## src/hdl/dmwsm_pkg.sv

```systemverilog
package dmwsm_pkg;

    localparam int SPEED_W    = 16;
    localparam int TICK_W     = 4;
    localparam int PROD_W     = 36;
    localparam int MUL_STEPS  = 16;
    localparam int DIV_STEPS  = 36;
    localparam int CNT_W      = 6;
    localparam int APB_ADDR_W = 5;
    localparam int APB_DATA_W = 32;

    localparam logic [SPEED_W-1:0] FAST_DIVISOR = 16'd100;
    localparam logic [SPEED_W-1:0] SAT_MAX      = 16'hFFFF;

    localparam logic [2:0] REG_WINDOW_LEFT  = 3'd0;
    localparam logic [2:0] REG_WINDOW_RIGHT = 3'd1;
    localparam logic [2:0] REG_MODE_HOLD    = 3'd2;
    localparam logic [2:0] REG_SLOW_THRESH  = 3'd3;
    localparam logic [2:0] REG_GAIN_LEFT    = 3'd4;
    localparam logic [2:0] REG_GAIN_RIGHT   = 3'd5;

    typedef struct packed {
        logic edge_left;
        logic edge_right;
    } t_in_word;

    typedef struct packed {
        logic [SPEED_W-1:0] speed_left;
        logic [SPEED_W-1:0] speed_right;
        logic [SPEED_W-1:0] speed_mean;
        logic               fast_left;
        logic               fast_right;
        logic               new_left;
        logic               new_right;
    } t_out_word;

    typedef struct packed {
        logic [SPEED_W-1:0] window_left_ms;
        logic [SPEED_W-1:0] window_right_ms;
        logic [SPEED_W-1:0] mode_hold_ms;
        logic [SPEED_W-1:0] slow_threshold;
        logic [SPEED_W-1:0] sensor_gain_left;
        logic [SPEED_W-1:0] sensor_gain_right;
    } t_cfg;

    typedef struct packed {
        logic               slow;
        logic [SPEED_W-1:0] pulses;
        logic [SPEED_W-1:0] gain;
        logic [SPEED_W-1:0] elapsed;
    } t_arith_req;

    function automatic logic [SPEED_W-1:0] sat_inc(input logic [SPEED_W-1:0] v);
        sat_inc = (v == SAT_MAX) ? v : v + 16'd1;
    endfunction

endpackage

```

## src/hdl/dmwsm_stream_if.sv

```systemverilog
interface dmwsm_stream_if #(
    parameter type t_payload = logic
) ();
    logic     valid;
    logic     ready;
    t_payload data;

    modport source (output valid, output data, input ready);
    modport sink   (input valid, input data, output ready);
endinterface

```

## src/hdl/dual_mode_wheel_speed_meter_unit.sv

```systemverilog
// Dual-mode wheel speed meter for a left and a right wheel.
// The input channel carries one word per sub-millisecond tick with a
// rising-edge flag for each wheel; TICKS_PER_MS ticks make one millisecond.
// The output channel returns exactly one word per input word: both held
// speeds, their mean, the mode of each wheel and a flag per wheel that marks
// a fresh measurement. Registers are to be written over the APB port only
// while idle; the block itself does not enforce this. Each wheel that measures
// on a tick passes through the shared serial unit, which forms pulses times
// gain one bit a cycle and then divides one quotient bit a cycle. The next
// word can be accepted in the cycle after the result has moved to the output
// register, even while that register still waits on the receiver. When the
// receiver stalls, the block holds its next result until the register frees.
// Reset clears all counters, held speeds and modes (slow mode), empties the
// output register and restores the register defaults.
module dual_mode_wheel_speed_meter_unit
    import dmwsm_pkg::*;
#(
    parameter int TICKS_PER_MS = 10
) (
    input  logic                  i_clk,
    input  logic                  i_rst_n,
    dmwsm_stream_if.sink          i_in,
    dmwsm_stream_if.source        o_out,
    input  logic                  psel,
    input  logic                  penable,
    input  logic                  pwrite,
    input  logic [APB_ADDR_W-1:0] paddr,
    input  logic [APB_DATA_W-1:0] pwdata,
    output logic [APB_DATA_W-1:0] prdata,
    output logic                  pready
);

    typedef enum logic [4:0] {
        S_IDLE = 5'b00001,
        S_MEAS = 5'b00010,
        S_CALC = 5'b00100,
        S_MODE = 5'b01000,
        S_OUT  = 5'b10000
    } t_state;

    t_state              r_state;
    logic                r_wheel;
    logic [TICK_W-1:0]   r_sub_tick;
    logic [SPEED_W-1:0]  r_pulses  [2];
    logic [SPEED_W-1:0]  r_elapsed [2];
    logic [SPEED_W-1:0]  r_age     [2];
    logic [SPEED_W-1:0]  r_speed   [2];
    logic [1:0]          r_mode;
    logic [1:0]          r_fresh;
    logic                r_out_valid;
    t_out_word           r_out;

    t_cfg                w_cfg;
    t_arith_req          w_req;
    logic                w_start;
    logic                w_done;
    logic [SPEED_W-1:0]  w_result;
    logic [SPEED_W-1:0]  w_window;
    logic                w_measure;
    logic                w_accept;
    logic                w_load;
    logic [TICK_W-1:0]   n_sub_tick;
    logic                w_ms;
    logic [SPEED_W:0]    w_sum;

    dmwsm_regs u_regs (
        .i_clk   (i_clk),
        .i_rst_n (i_rst_n),
        .psel    (psel),
        .penable (penable),
        .pwrite  (pwrite),
        .paddr   (paddr),
        .pwdata  (pwdata),
        .prdata  (prdata),
        .pready  (pready),
        .o_cfg   (w_cfg)
    );

    dmwsm_arith u_arith (
        .i_clk    (i_clk),
        .i_rst_n  (i_rst_n),
        .i_start  (w_start),
        .i_req    (w_req),
        .o_done   (w_done),
        .o_result (w_result)
    );

    assign i_in.ready = (r_state == S_IDLE);
    assign w_accept   = i_in.valid && i_in.ready;
    assign o_out.valid = r_out_valid;
    assign o_out.data  = r_out;

    assign n_sub_tick = r_sub_tick + 1'b1;
    assign w_ms       = (n_sub_tick >= TICK_W'(TICKS_PER_MS));

    assign w_window  = r_wheel ? w_cfg.window_right_ms : w_cfg.window_left_ms;
    assign w_measure = r_mode[r_wheel] ? (r_elapsed[r_wheel] >= w_window)
                                       : (r_pulses[r_wheel] != '0);

    assign w_req.slow    = !r_mode[r_wheel];
    assign w_req.pulses  = r_pulses[r_wheel];
    assign w_req.gain    = r_wheel ? w_cfg.sensor_gain_right : w_cfg.sensor_gain_left;
    assign w_req.elapsed = r_elapsed[r_wheel];
    assign w_start       = (r_state == S_MEAS) && w_measure;

    assign w_load = (r_state == S_OUT) && (!r_out_valid || o_out.ready);
    assign w_sum  = {1'b0, r_speed[0]} + {1'b0, r_speed[1]};

    always_ff @(posedge i_clk) begin
        if (!i_rst_n) begin
            r_state     <= S_IDLE;
            r_wheel     <= 1'b0;
            r_sub_tick  <= '0;
            r_mode      <= '0;
            r_fresh     <= '0;
            r_out_valid <= 1'b0;
            for (int i = 0; i < 2; i++) begin
                r_pulses[i]  <= '0;
                r_elapsed[i] <= '0;
                r_age[i]     <= '0;
                r_speed[i]   <= '0;
            end
        end else begin
            if (w_load) begin
                r_out_valid <= 1'b1;
            end else if (o_out.ready) begin
                r_out_valid <= 1'b0;
            end
            unique case (r_state)
                S_IDLE: begin
                    if (w_accept) begin
                        r_sub_tick <= w_ms ? '0 : n_sub_tick;
                        if (w_ms) begin
                            for (int i = 0; i < 2; i++) begin
                                r_elapsed[i] <= sat_inc(r_elapsed[i]);
                                r_age[i]     <= sat_inc(r_age[i]);
                            end
                        end
                        if (i_in.data.edge_left) begin
                            r_pulses[0] <= sat_inc(r_pulses[0]);
                        end
                        if (i_in.data.edge_right) begin
                            r_pulses[1] <= sat_inc(r_pulses[1]);
                        end
                        r_fresh <= '0;
                        r_wheel <= 1'b0;
                        r_state <= S_MEAS;
                    end
                end
                S_MEAS: begin
                    r_state <= w_measure ? S_CALC : S_MODE;
                end
                S_CALC: begin
                    if (w_done) begin
                        r_speed[r_wheel]   <= w_result;
                        r_pulses[r_wheel]  <= '0;
                        r_elapsed[r_wheel] <= '0;
                        r_fresh[r_wheel]   <= 1'b1;
                        r_state            <= S_MODE;
                    end
                end
                S_MODE: begin
                    if (r_age[r_wheel] >= w_cfg.mode_hold_ms) begin
                        r_mode[r_wheel] <= (r_speed[r_wheel] > w_cfg.slow_threshold);
                        r_age[r_wheel]  <= '0;
                    end
                    if (r_wheel) begin
                        r_state <= S_OUT;
                    end else begin
                        r_wheel <= 1'b1;
                        r_state <= S_MEAS;
                    end
                end
                S_OUT: begin
                    if (w_load) begin
                        r_state <= S_IDLE;
                    end
                end
                default: begin
                    r_state <= S_IDLE;
                end
            endcase
        end
    end

    always_ff @(posedge i_clk) begin
        if (w_load) begin
            r_out.speed_left  <= r_speed[0];
            r_out.speed_right <= r_speed[1];
            r_out.speed_mean  <= w_sum[SPEED_W:1];
            r_out.fast_left   <= r_mode[0];
            r_out.fast_right  <= r_mode[1];
            r_out.new_left    <= r_fresh[0];
            r_out.new_right   <= r_fresh[1];
        end
    end

    a_accept_starts: assert property (@(posedge i_clk) disable iff (!i_rst_n)
        w_accept |=> (r_state == S_MEAS) && !r_wheel)
        else $error("accepted word did not start the left wheel");

    a_sub_tick_range: assert property (@(posedge i_clk) disable iff (!i_rst_n)
        r_sub_tick < TICK_W'(TICKS_PER_MS))
        else $error("sub tick count out of range");

    a_out_blocked: assert property (@(posedge i_clk) disable iff (!i_rst_n)
        (r_state == S_OUT) && r_out_valid && !o_out.ready |=> (r_state == S_OUT))
        else $error("result overwrote a word still waiting");

endmodule

```

## src/hdl/dmwsm_regs.sv

```systemverilog
module dmwsm_regs
    import dmwsm_pkg::*;
(
    input  logic                  i_clk,
    input  logic                  i_rst_n,
    input  logic                  psel,
    input  logic                  penable,
    input  logic                  pwrite,
    input  logic [APB_ADDR_W-1:0] paddr,
    input  logic [APB_DATA_W-1:0] pwdata,
    output logic [APB_DATA_W-1:0] prdata,
    output logic                  pready,
    output t_cfg                  o_cfg
);

    t_cfg             r_cfg;
    logic [2:0]       w_index;
    logic             w_write;
    logic [SPEED_W-1:0] w_rdata;

    assign w_index = paddr[4:2];
    assign w_write = psel && penable && pwrite;
    assign pready  = 1'b1;
    assign o_cfg   = r_cfg;
    assign prdata  = {{(APB_DATA_W-SPEED_W){1'b0}}, w_rdata};

    always_ff @(posedge i_clk) begin
        if (!i_rst_n) begin
            r_cfg.window_left_ms    <= 16'd100;
            r_cfg.window_right_ms   <= 16'd500;
            r_cfg.mode_hold_ms      <= 16'd500;
            r_cfg.slow_threshold    <= 16'd10;
            r_cfg.sensor_gain_left  <= 16'd322;
            r_cfg.sensor_gain_right <= 16'd322;
        end else if (w_write) begin
            unique case (w_index)
                REG_WINDOW_LEFT:  r_cfg.window_left_ms    <= pwdata[SPEED_W-1:0];
                REG_WINDOW_RIGHT: r_cfg.window_right_ms   <= pwdata[SPEED_W-1:0];
                REG_MODE_HOLD:    r_cfg.mode_hold_ms      <= pwdata[SPEED_W-1:0];
                REG_SLOW_THRESH:  r_cfg.slow_threshold    <= pwdata[SPEED_W-1:0];
                REG_GAIN_LEFT:    r_cfg.sensor_gain_left  <= pwdata[SPEED_W-1:0];
                REG_GAIN_RIGHT:   r_cfg.sensor_gain_right <= pwdata[SPEED_W-1:0];
                default: ;
            endcase
        end
    end

    always_comb begin
        unique case (w_index)
            REG_WINDOW_LEFT:  w_rdata = r_cfg.window_left_ms;
            REG_WINDOW_RIGHT: w_rdata = r_cfg.window_right_ms;
            REG_MODE_HOLD:    w_rdata = r_cfg.mode_hold_ms;
            REG_SLOW_THRESH:  w_rdata = r_cfg.slow_threshold;
            REG_GAIN_LEFT:    w_rdata = r_cfg.sensor_gain_left;
            REG_GAIN_RIGHT:   w_rdata = r_cfg.sensor_gain_right;
            default:          w_rdata = '0;
        endcase
    end

endmodule

```

## src/hdl/dmwsm_arith.sv

```systemverilog
module dmwsm_arith
    import dmwsm_pkg::*;
(
    input  logic               i_clk,
    input  logic               i_rst_n,
    input  logic               i_start,
    input  t_arith_req         i_req,
    output logic               o_done,
    output logic [SPEED_W-1:0] o_result
);

    typedef enum logic [3:0] {
        A_IDLE = 4'b0001,
        A_MUL  = 4'b0010,
        A_DIV  = 4'b0100,
        A_DONE = 4'b1000
    } t_astate;

    t_astate             r_state;
    logic [CNT_W-1:0]    r_cnt;
    logic [PROD_W-1:0]   r_acc;
    logic [PROD_W-1:0]   r_mcand;
    logic [SPEED_W-1:0]  r_mplier;
    logic [SPEED_W-1:0]  r_div;
    logic [SPEED_W-1:0]  r_rem;

    logic [PROD_W-1:0]   n_mcand;
    logic [SPEED_W-1:0]  n_div;
    logic [SPEED_W:0]    w_rem_sh;
    logic [SPEED_W:0]    w_diff;
    logic                w_qbit;

    // Slow mode scales the gain by ten: 8g + 2g.
    assign n_mcand = i_req.slow ? ((PROD_W'(i_req.gain) << 3) + (PROD_W'(i_req.gain) << 1))
                                : PROD_W'(i_req.gain);
    assign n_div   = !i_req.slow ? FAST_DIVISOR
                   : ((i_req.elapsed == '0) ? 16'd1 : i_req.elapsed);

    assign w_rem_sh = {r_rem, r_acc[PROD_W-1]};
    assign w_diff   = w_rem_sh - {1'b0, r_div};
    assign w_qbit   = (w_rem_sh >= {1'b0, r_div});

    assign o_done   = (r_state == A_DONE);
    assign o_result = (|r_acc[PROD_W-1:SPEED_W]) ? SAT_MAX : r_acc[SPEED_W-1:0];

    always_ff @(posedge i_clk) begin
        if (!i_rst_n) begin
            r_state <= A_IDLE;
            r_cnt   <= '0;
        end else begin
            unique case (r_state)
                A_IDLE: begin
                    if (i_start) begin
                        r_state  <= A_MUL;
                        r_cnt    <= '0;
                        r_acc    <= '0;
                        r_mcand  <= n_mcand;
                        r_mplier <= i_req.pulses;
                        r_div    <= n_div;
                    end
                end
                A_MUL: begin
                    if (r_mplier[0]) begin
                        r_acc <= r_acc + r_mcand;
                    end
                    r_mcand  <= r_mcand << 1;
                    r_mplier <= r_mplier >> 1;
                    if (r_cnt == CNT_W'(MUL_STEPS - 1)) begin
                        r_state <= A_DIV;
                        r_cnt   <= '0;
                        r_rem   <= '0;
                    end else begin
                        r_cnt <= r_cnt + 1'b1;
                    end
                end
                A_DIV: begin
                    r_rem <= w_qbit ? w_diff[SPEED_W-1:0] : w_rem_sh[SPEED_W-1:0];
                    r_acc <= {r_acc[PROD_W-2:0], w_qbit};
                    if (r_cnt == CNT_W'(DIV_STEPS - 1)) begin
                        r_state <= A_DONE;
                        r_cnt   <= '0;
                    end else begin
                        r_cnt <= r_cnt + 1'b1;
                    end
                end
                A_DONE: begin
                    r_state <= A_IDLE;
                end
                default: begin
                    r_state <= A_IDLE;
                end
            endcase
        end
    end

    a_start_idle: assert property (@(posedge i_clk) disable iff (!i_rst_n)
        i_start |-> (r_state == A_IDLE))
        else $error("arith start while busy");

    a_done_pulse: assert property (@(posedge i_clk) disable iff (!i_rst_n)
        o_done |=> !o_done)
        else $error("arith done longer than one cycle");

    a_cnt_range: assert property (@(posedge i_clk) disable iff (!i_rst_n)
        r_cnt < CNT_W'(DIV_STEPS))
        else $error("arith step counter out of range");

endmodule

```

## src/flat_wrapper.sv

```systemverilog
// flat-port wrapper written by rule: the top's interface ports become plain ports
module dual_mode_wheel_speed_meter_unit_flat import dmwsm_pkg::*;
#(
    parameter int TICKS_PER_MS = 10
)
  (i_clk, i_rst_n, psel, penable, pwrite, paddr, pwdata, prdata, pready, i_in_valid, i_in_data, i_in_ready, o_out_valid, o_out_data, o_out_ready);
  dmwsm_stream_if #(.t_payload(t_in_word)) i_in_i ();
  dmwsm_stream_if #(.t_payload(t_out_word)) o_out_i ();
  input  logic i_clk;
  input  logic i_rst_n;
  input  logic psel;
  input  logic penable;
  input  logic pwrite;
  input  logic [APB_ADDR_W-1:0] paddr;
  input  logic [APB_DATA_W-1:0] pwdata;
  output logic [APB_DATA_W-1:0] prdata;
  output logic pready;
  input wire logic [$bits(i_in_i.valid)-1:0] i_in_valid;
  input wire logic [$bits(i_in_i.data)-1:0] i_in_data;
  output wire logic [$bits(i_in_i.ready)-1:0] i_in_ready;
  output wire logic [$bits(o_out_i.valid)-1:0] o_out_valid;
  output wire logic [$bits(o_out_i.data)-1:0] o_out_data;
  input wire logic [$bits(o_out_i.ready)-1:0] o_out_ready;
  assign i_in_i.valid = i_in_valid;
  assign i_in_i.data = i_in_data;
  assign i_in_ready = i_in_i.ready;
  assign o_out_valid = o_out_i.valid;
  assign o_out_data = o_out_i.data;
  assign o_out_i.ready = o_out_ready;
  dual_mode_wheel_speed_meter_unit #(.TICKS_PER_MS(TICKS_PER_MS)) u_core (.i_clk(i_clk), .i_rst_n(i_rst_n), .i_in(i_in_i), .o_out(o_out_i), .psel(psel), .penable(penable), .pwrite(pwrite), .paddr(paddr), .pwdata(pwdata), .prdata(prdata), .pready(pready));
endmodule
```

## config.mk

```make
export PLATFORM = sky130hd
export DESIGN_NAME = dual_mode_wheel_speed_meter_unit_flat
export DESIGN_NICKNAME = d
export VERILOG_FILES = /design/src/hdl/dmwsm_pkg.sv /design/src/hdl/dmwsm_stream_if.sv /design/src/hdl/dual_mode_wheel_speed_meter_unit.sv /design/src/hdl/dmwsm_regs.sv /design/src/hdl/dmwsm_arith.sv /design/src/flat_wrapper.sv
export SDC_FILE = /design/constraint.sdc
export NUM_CORES = 1
export LEC_CHECK = 0
export ABC_CLOCK_PERIOD_IN_PS = 11700
export BUFFER_PORTS_ARGS = -buffer_cell sky130_fd_sc_hd__buf_4
export CAP_MARGIN = 5
export CORE_ASPECT_RATIO = 1.75
export CORE_MARGIN = 8
export CORE_UTILIZATION = 30
export DETAILED_ROUTE_END_ITERATION = 6
export PLACE_DENSITY_LB_ADDON = 0.12
export SLEW_MARGIN = 20
export SYNTH_ARGS = -nofsm -noshare
export SYNTH_HDL_FRONTEND = slang
export SYNTH_SLANG_ARGS = --single-unit
```

## constraint.sdc

```tcl
create_clock -name i_clk -period 11.7 [get_ports i_clk]
set_input_delay 1.17 -clock i_clk [delete_from_list [all_inputs] [get_ports i_clk]]
set_output_delay 1.17 -clock i_clk [all_outputs]
set_load 0.005 [all_outputs]
```

======== Word-level counts from Yosys, hierarchy flattened ========
Memory sizes are Yosys's and may differ from the RTL's. A register that Yosys moved wholly into a read port is not among the register bits.
Cells that the tools add are included.
Widths: inputs -> output; s select.
operators by class
  reductions and logical operators ........ 40
  add/sub/neg operators ................... 12
  equality and inequality tests ........... 29
  bitwise logic cells ..................... 7
  order comparisons ....................... 7
  multiplexer cells ....................... 100
operators by type and width
  operator               number
  $mux 16                22
  $mux 36                3
  $pmux 36 s3            1
  $add 16x1->16 const B  6
  $eq 16x16->1 const B   6
  $pmux 16 s6            1
  $pmux 36 s2            1
  $pmux 16 s2            2
  $reduce_or 16->1       4
  $mux 1                 47
  $add 36x36->36         1
  $ge 16x16->1           2
  $pmux 5 s5             1
  $add 19x17->20         1
  $mux 20                1
  $mux 4                 5
  $mux 5                 4
  $reduce_and 2->1       10
  $reduce_or 20->1       1
  $mux 6                 3
  $pmux 6 s3             1
  $reduce_and 3->1       6
  $add 16x16->17         1
  $ge 17x16->1           1
  other kinds (42)       64
word-level totals
  memory bits (writable) .................. 128
  output and inout bits ................... 87
  word-level logic and storage cells ...... 226
  input bits .............................. 46
  memories ................................ 4
  flip-flop bits (word level) ............. 293
memory list
  name              depth  width  rd ports  clocked after Yosys merged registers in  wr ports  RTL line                                RTL
  u_core.r_age      2      16     3         1                                        2         dual_mode_wheel_speed_meter_unit.sv:46  logic [SPEED_W-1:0] r_age [2];
  u_core.r_elapsed  2      16     3         1                                        2         dual_mode_wheel_speed_meter_unit.sv:45  logic [SPEED_W-1:0] r_elapsed [2];
  u_core.r_pulses   2      16     3         1                                        2         dual_mode_wheel_speed_meter_unit.sv:44  logic [SPEED_W-1:0] r_pulses [2];
  u_core.r_speed    2      16     3         1                                        2         dual_mode_wheel_speed_meter_unit.sv:47  logic [SPEED_W-1:0] r_speed [2];

======== Logic depth before layout (Yosys ltp) ========
  depth after elaboration ................. 9
  mapped depth ............................ 17
  depth with buffers taken out ............ 14

======== By module ========
Synthesis repeated with hierarchy kept, for this count alone.
second synthesis, totals
  cell total of the unflattened synthesis .. 2558
  area, all modules ....................... 24624.9 sq um
by module, submodules not included
  module                            area each (sq um)  cells an instance  sequential area each (sq um)  times used
  dual_mode_wheel_speed_meter_unit  11158.2            1155               4764.6                        1
  dmwsm_arith                       9024.9             941                3803.6                        1
  dmwsm_regs                        4441.8             462                1921.8                        1

======== Worst setup path after synthesis ========
No wires, ideal clock.
  path kind ............................... flip-flop to flip-flop
  from .................................... register u_core.r_wheel
  to ...................................... register u_core.u_arith.r_mcand[0] (enable)
  path slack .............................. 5.531 ns
  setup time .............................. 0.479 ns
  stages on the path, launching flop included .. 16
  period minus slack after synthesis ...... 6.169 ns
  buffers on the path ..................... 4
  data required time ...................... 11.221 ns
  data arrival time ....................... 5.690 ns
  cells stage by stage .................... dfxtp_1 buf_2 buf_1 clkbuf_1 buf_1 mux2_2 ha_1 nand2b_1 a21o_1 a21o_1 a21o_1 a21o_1 a2111oi_0 o21ai_0 nand2_1 a21oi_1
on the way
  word-level cells in the longest chain between the ends .. 6
  elaborated cells on any way between the ends .. 8
  classes of those cells .................. order compare (1); eq/ne (1); mux (4); reduce/logical (2)
RTL lines
  what                                    RTL line                                                                        RTL
  from (decl)                             dual_mode_wheel_speed_meter_unit.sv:42                                          logic r_wheel;
  from (signal assigned)                  dual_mode_wheel_speed_meter_unit.sv:112                                         r_wheel <= 1'b0;
  from (signal assigned)                  dual_mode_wheel_speed_meter_unit.sv:146                                         r_wheel <= 1'b0;
  from (signal assigned)                  dual_mode_wheel_speed_meter_unit.sv:170                                         r_wheel <= 1'b1;
  $mux 16 or $mux 1 (tied branches)       dual_mode_wheel_speed_meter_unit.sv:96, dual_mode_wheel_speed_meter_unit.sv:97
  $ge 16x16->1 or $mux 1 (tied branches)  dual_mode_wheel_speed_meter_unit.sv:97                                          assign w_measure = r_mode[r_wheel] ? (r_elapsed[r_wheel] >= w_window)
  $mux 1 *                                dual_mode_wheel_speed_meter_unit.sv:97
  $logic_and 1x1->1 *                     dual_mode_wheel_speed_meter_unit.sv:104                                         assign w_start = (r_state == S_MEAS) && w_measure;
  $ne 2x2->1 (no line) *                  --
  $reduce_and 3->1 (no line) *            --
  to (signal assigned)                    dmwsm_arith.sv:57                                                               r_mcand <= n_mcand;
  to (signal assigned)                    dmwsm_arith.sv:66                                                               r_mcand <= r_mcand << 1;
  to (decl)                               dmwsm_arith.sv:22                                                               logic [PROD_W-1:0] r_mcand;
Mark *: on every way between the ends. The rest lies on a longest branch, timed or not. The select of a mux whose other input is x is not followed.
A chain may end at the register's enable or synchronous reset.

======== Worst setup path after layout ========
  from .................................... register u_core.r_wheel
  to ...................................... register u_core.u_arith.r_acc[5] (enable)
on the way
  word-level cells in the longest chain between the ends .. 6
  elaborated cells on any way between the ends .. 8
  classes of those cells .................. order compare (1); eq/ne (1); mux (4); reduce/logical (2)
RTL lines
  what                                    RTL line                                                                        RTL
  $mux 16 or $mux 1 (tied branches)       dual_mode_wheel_speed_meter_unit.sv:96, dual_mode_wheel_speed_meter_unit.sv:97
  $ge 16x16->1 or $mux 1 (tied branches)  dual_mode_wheel_speed_meter_unit.sv:97
  $mux 1 *                                dual_mode_wheel_speed_meter_unit.sv:97
  $logic_and 1x1->1 *                     dual_mode_wheel_speed_meter_unit.sv:104
  $ne 2x2->1 (no line) *                  --
  $reduce_and 4->1 (no line) *            --
  to (signal assigned)                    dmwsm_arith.sv:64                                                               r_acc <= r_acc + r_mcand;
  to (signal assigned)                    dmwsm_arith.sv:78                                                               r_acc <= {r_acc[PROD_W-2:0], w_qbit};
  to (decl)                               dmwsm_arith.sv:21                                                               logic [PROD_W-1:0] r_acc;
Marked as above.

==> results by group <==
Drt
  – DRC: 0
  – First-pass detailed-route iteration total: 7
  – Vias/cell: roughly 5.1
  – Routed wire length: between 70000 and 80000 um
  – Initial drt markers: 1066
  – Wire per inst: 19.8 um
  – Total number of vias: approximately 19000
  – Post-DRT Antenna Nets: 0

Floorplanning
  – I/O pin count: 133
  – Floorplan row count: 135
  – Initial Util: 30.3%
  – Die ar.: around 0.088 mm2
  – Core box area: between 0.07 and 0.08 mm2
  – DIE HEIGHT: about 390 um
  – Die width: between 200 and 250 um

STA
  – Worst slew pin tran: roughly 1.1 ns
  – RSZ-0062 raised after global routing: no
  – Period utilization: slightly below 40%
  – Final setup fails: 0
  – Final hold violation count: 0
  – Final Max Tran Viols: 0
  – Worst Skew: roughly 0.046 ns
  – Final min period: 4.53 ns
  – Setup Total Neg Slack: 0 ns
  – Slew Limit Headroom: approximately a quarter
  – Achievable Freq: between 200 and 250 MHz

Global route
  – Antenna violations before repair: 0
  – Met3 usage: approximately 2.1%
  – First-pass GRT wire length: around 110000 um
  – GR Layer Usage met1: 17.9%
  – Largest net degree at the start of global routing: 88
  – GRT Residual Overflow: 0
  – Most Crowded Layer GR: met2
  – Met2 global-route usage: 31.1%
  – Vias in the first global route: around 19000
  – GRT Util Overall: between 10% and 20%

Yosys
  – Ys async rst share: 0%
  – Complex-gate fraction of the synthesized area: between 10% and 20%
  – Cells after synthesis: roughly 2600
  – Yosys warning count: 0
  – Mux contribution to synthesized area: under 10%
  – Simple-gate share of the synthesized area: between 10% and 20%
  – Distinct cells, synth: 79
  – Largest family of logic cells by synthesized area: simple AND/OR/NAND/NOR gates
  – Main synth FF type: dfxtp_1
  – Seq/Total Area, Yosys: 44.8%
  – Synthesized area: about 0.023 mm2
  – Xor and xnor fraction of the mapped netlist area: under 10%
  – Synthesized area per cell: between 9 and 10 um2
  – Post-synth EDFFs: around 200
  – #FFs+latches synth: roughly 420
  – Post-Synth Adder-Cell Area: around 7.7%

Clocking
  – Post-CTS Setup Inserts: 0
  – Clk root buf: clkbuf_16
  – CTS Hold Bufs: 0
  – Clk pin slew, worst setup/hold paths: approximately 0.060 ns
  – Post-CTS sizing: 0
  – H-tree depth: 2
  – Skew-Pair Late Insertion Delay: approximately 0.63 ns
  – CTS tree: done
  – Inserted Clock Buffers: 45
  – Num Clock Sinks: around 420
  – CTS Buffer Depth: 3

Min path
  – Worst Hold Class: reg2reg

Layout
  – Leading cell type in the layout, fill and taps excluded: nand2_1
  – Most frequent cells in the layout: nand2_1 (356), nor2_1 (223), a21oi_1 (217)
  – Non-Filler Instances: roughly 3700
  – Ant diodes: 0
  – Final instance area: 0.0267 mm2
  – Share of cells above drive strength 1: a little over a tenth
  – Synthesis-to-finish area growth: 13.9%
  – Fill cell total of the finished layout: approximately 8000
  – Final nets: between 2000 and 3000

Worst setup path
  – Buffers and inverters on the worst path: 2
  – Worst EP arrival: a little under 5 ns
  – CP Max Fanout: 36
  – Cell family with most CP delay: simple AND/OR/NAND/NOR gates
  – CP Class: reg2reg
  – Largest stage delay, worst path: between 0.7 and 0.8 ns
  – Critical path's slowest cell: dfxtp_2
  – Cell mode on critical path: buf_4
  – Crit. End Element: register
  – Critical path cell sequence: buf_4, mux2_4, nor4b_1, nand3_1, nor4_1, nor3_1, and4b_1, nand2_1, nand3_2, o211a_1, buf_4
  – Worst setup SP type: register
  – Critical Path RT: between 10 and 15 ns

Place
  – Final HPWL from detailed placement: around 54000 um
  – Placement Cell Area: roughly 0.025 mm2
  – I/O Buffers: slightly below 100
  – Routability cong.: 0.824
  – Placed insts: approximately 3600

Pwr
  – Worst vdd ir: slightly above 100 uV
  – Leak: roughly 10 nW
  – Pwr dens: 119 mW/mm2
  – Power consumption: about 3.2 mW

Outcome
  – Status: completed

Run
  – Max_cap viols: 0
-- cells in the mapped netlist, drive strengths merged (8+ instances only) --
| cell type | n | share of area (%) |
|---|---|---|
| a211oi | 15 | 0.56 |
| a21o | 44 | 1.4 |
| a21oi | 218 | 4.7 |
| a22oi | 52 | 1.7 |
| a31oi | 15 | 0.40 |
| and2 | 32 | 0.85 |
| and3 | 40 | 1.1 |
| and4 | 13 | 0.49 |
| buf | 39 | 1.0 |
| clkbuf | 89 | 1.4 |
| dfxtp | 218 | 19 |
| edfxtp | 204 | 26 |
| ha | 137 | 7.3 |
| inv | 98 | 1.6 |
| mux2 | 50 | 2.4 |
| mux2i | 60 | 2.6 |
| nand2 | 357 | 5.7 |
| nand2b | 14 | 0.37 |
| nand3 | 98 | 2.1 |
| nand3b | 8 | 0.26 |
| nand4 | 34 | 0.91 |
| nor2 | 225 | 3.6 |
| nor2b | 19 | 0.51 |
| nor3 | 30 | 0.68 |
| nor3b | 16 | 0.53 |
| nor4 | 21 | 0.56 |
| o211ai | 14 | 0.45 |
| o21a | 16 | 0.51 |
| o21ai | 153 | 3.3 |
| o21bai | 9 | 0.29 |
| o31ai | 23 | 0.74 |
| or3 | 17 | 0.45 |
| xnor2 | 52 | 1.9 |
| xor2 | 47 | 1.8 |
-- area by class of cell --
cell class / count / area [um2] / area share (%)
multi-input cells: 1919 / 12100 / 45.5
flip-flops and latches: 422 / 10500 / 39.4
clock buffers: 63 / 1330 / 4.97
well taps: 1027 / 1280 / 4.82
repair buffers: 122 / 916 / 3.43
inverters: 98 / 368 / 1.38
clock inverters: 19 / 153 / 0.572
-- power by group --
| group | switching, mW | internal, mW |
|---|---|---|
| clock | 0.649 | 0.819 |
| combinational | 0.0895 | 0.0481 |
| sequential | 0.0110 | 1.55 |
| total | 0.750 | 2.42 |
-- layer usage --
metal | part of all wire, % | wire (um)
met5 | 0 | 0
met4 | 4.2 | 3050
met1 | 39 | 28300
met3 | 3.6 | 2600
met2 | 53 | 38800
-- cell families after synthesis --
family,after synthesis
and+or+nand+nor,941
AOI/OAI and AO/OA,611
DFF,422
buffers and inverters,226
adders and majority gates,141
muxes,110
xor gates and xnor gates,99
other,2
-- tightest hold or removal path: stages, from the launching register on --
cell	delay (ns)
dfxtp_1	0.32
nand2_1	0.05
a21oi_1	0.05
-- final timing paths --
| check | startpoint | endpoint | slack, ns | cells after the start |
|---|---|---|---|---|
| worst max-delay path | u_core.r_wheel$_SDFFE_PN0P_ | u_core.u_arith.r_acc[5]$_SDFFCE_PN0P_ | 7.17 | 11 |
| worst min-delay path | u_core.u_regs.o_cfg[18]$_SDFFE_PN0P_ | u_core.u_regs.o_cfg[18]$_SDFFE_PN0P_ | 0.47 | 2 |
| worst max register to register | u_core.r_wheel$_SDFFE_PN0P_ | u_core.u_arith.r_acc[5]$_SDFFCE_PN0P_ | 7.17 | 11 |
| worst min register to register | u_core.u_regs.o_cfg[18]$_SDFFE_PN0P_ | u_core.u_regs.o_cfg[18]$_SDFFE_PN0P_ | 0.47 | 2 |
-- sequential cells by signal (all words and copies together), names as in the netlist, 32 cells and up, named ones only --
signal / flops
u_core.r_elapsed: 32
u_core.u_arith.r_acc: 36
u_core.o_out.data: 52
u_core.r_age: 32
u_core.r_speed: 32
u_core.u_arith.r_mcand: 36
u_core.u_regs.o_cfg: 96
u_core.r_pulses: 32
-- per-stage QoR --
step / setup slack, ns / hold WS [ns] / util, %
final: 7.17 / 0.473 / 34.5
after global routing: 6.86 / 0.494 / 34.5
after CTS: 7.01 / 0.471 / 34.5
after detailed placement: 7.04 / 0.462 / 32.6
after global placement: 7.05 / 0.456 / 32.6
after floorplan: 5.53 / 0.409 / -
No activity file was read; power rests on OpenSTA's default activity.
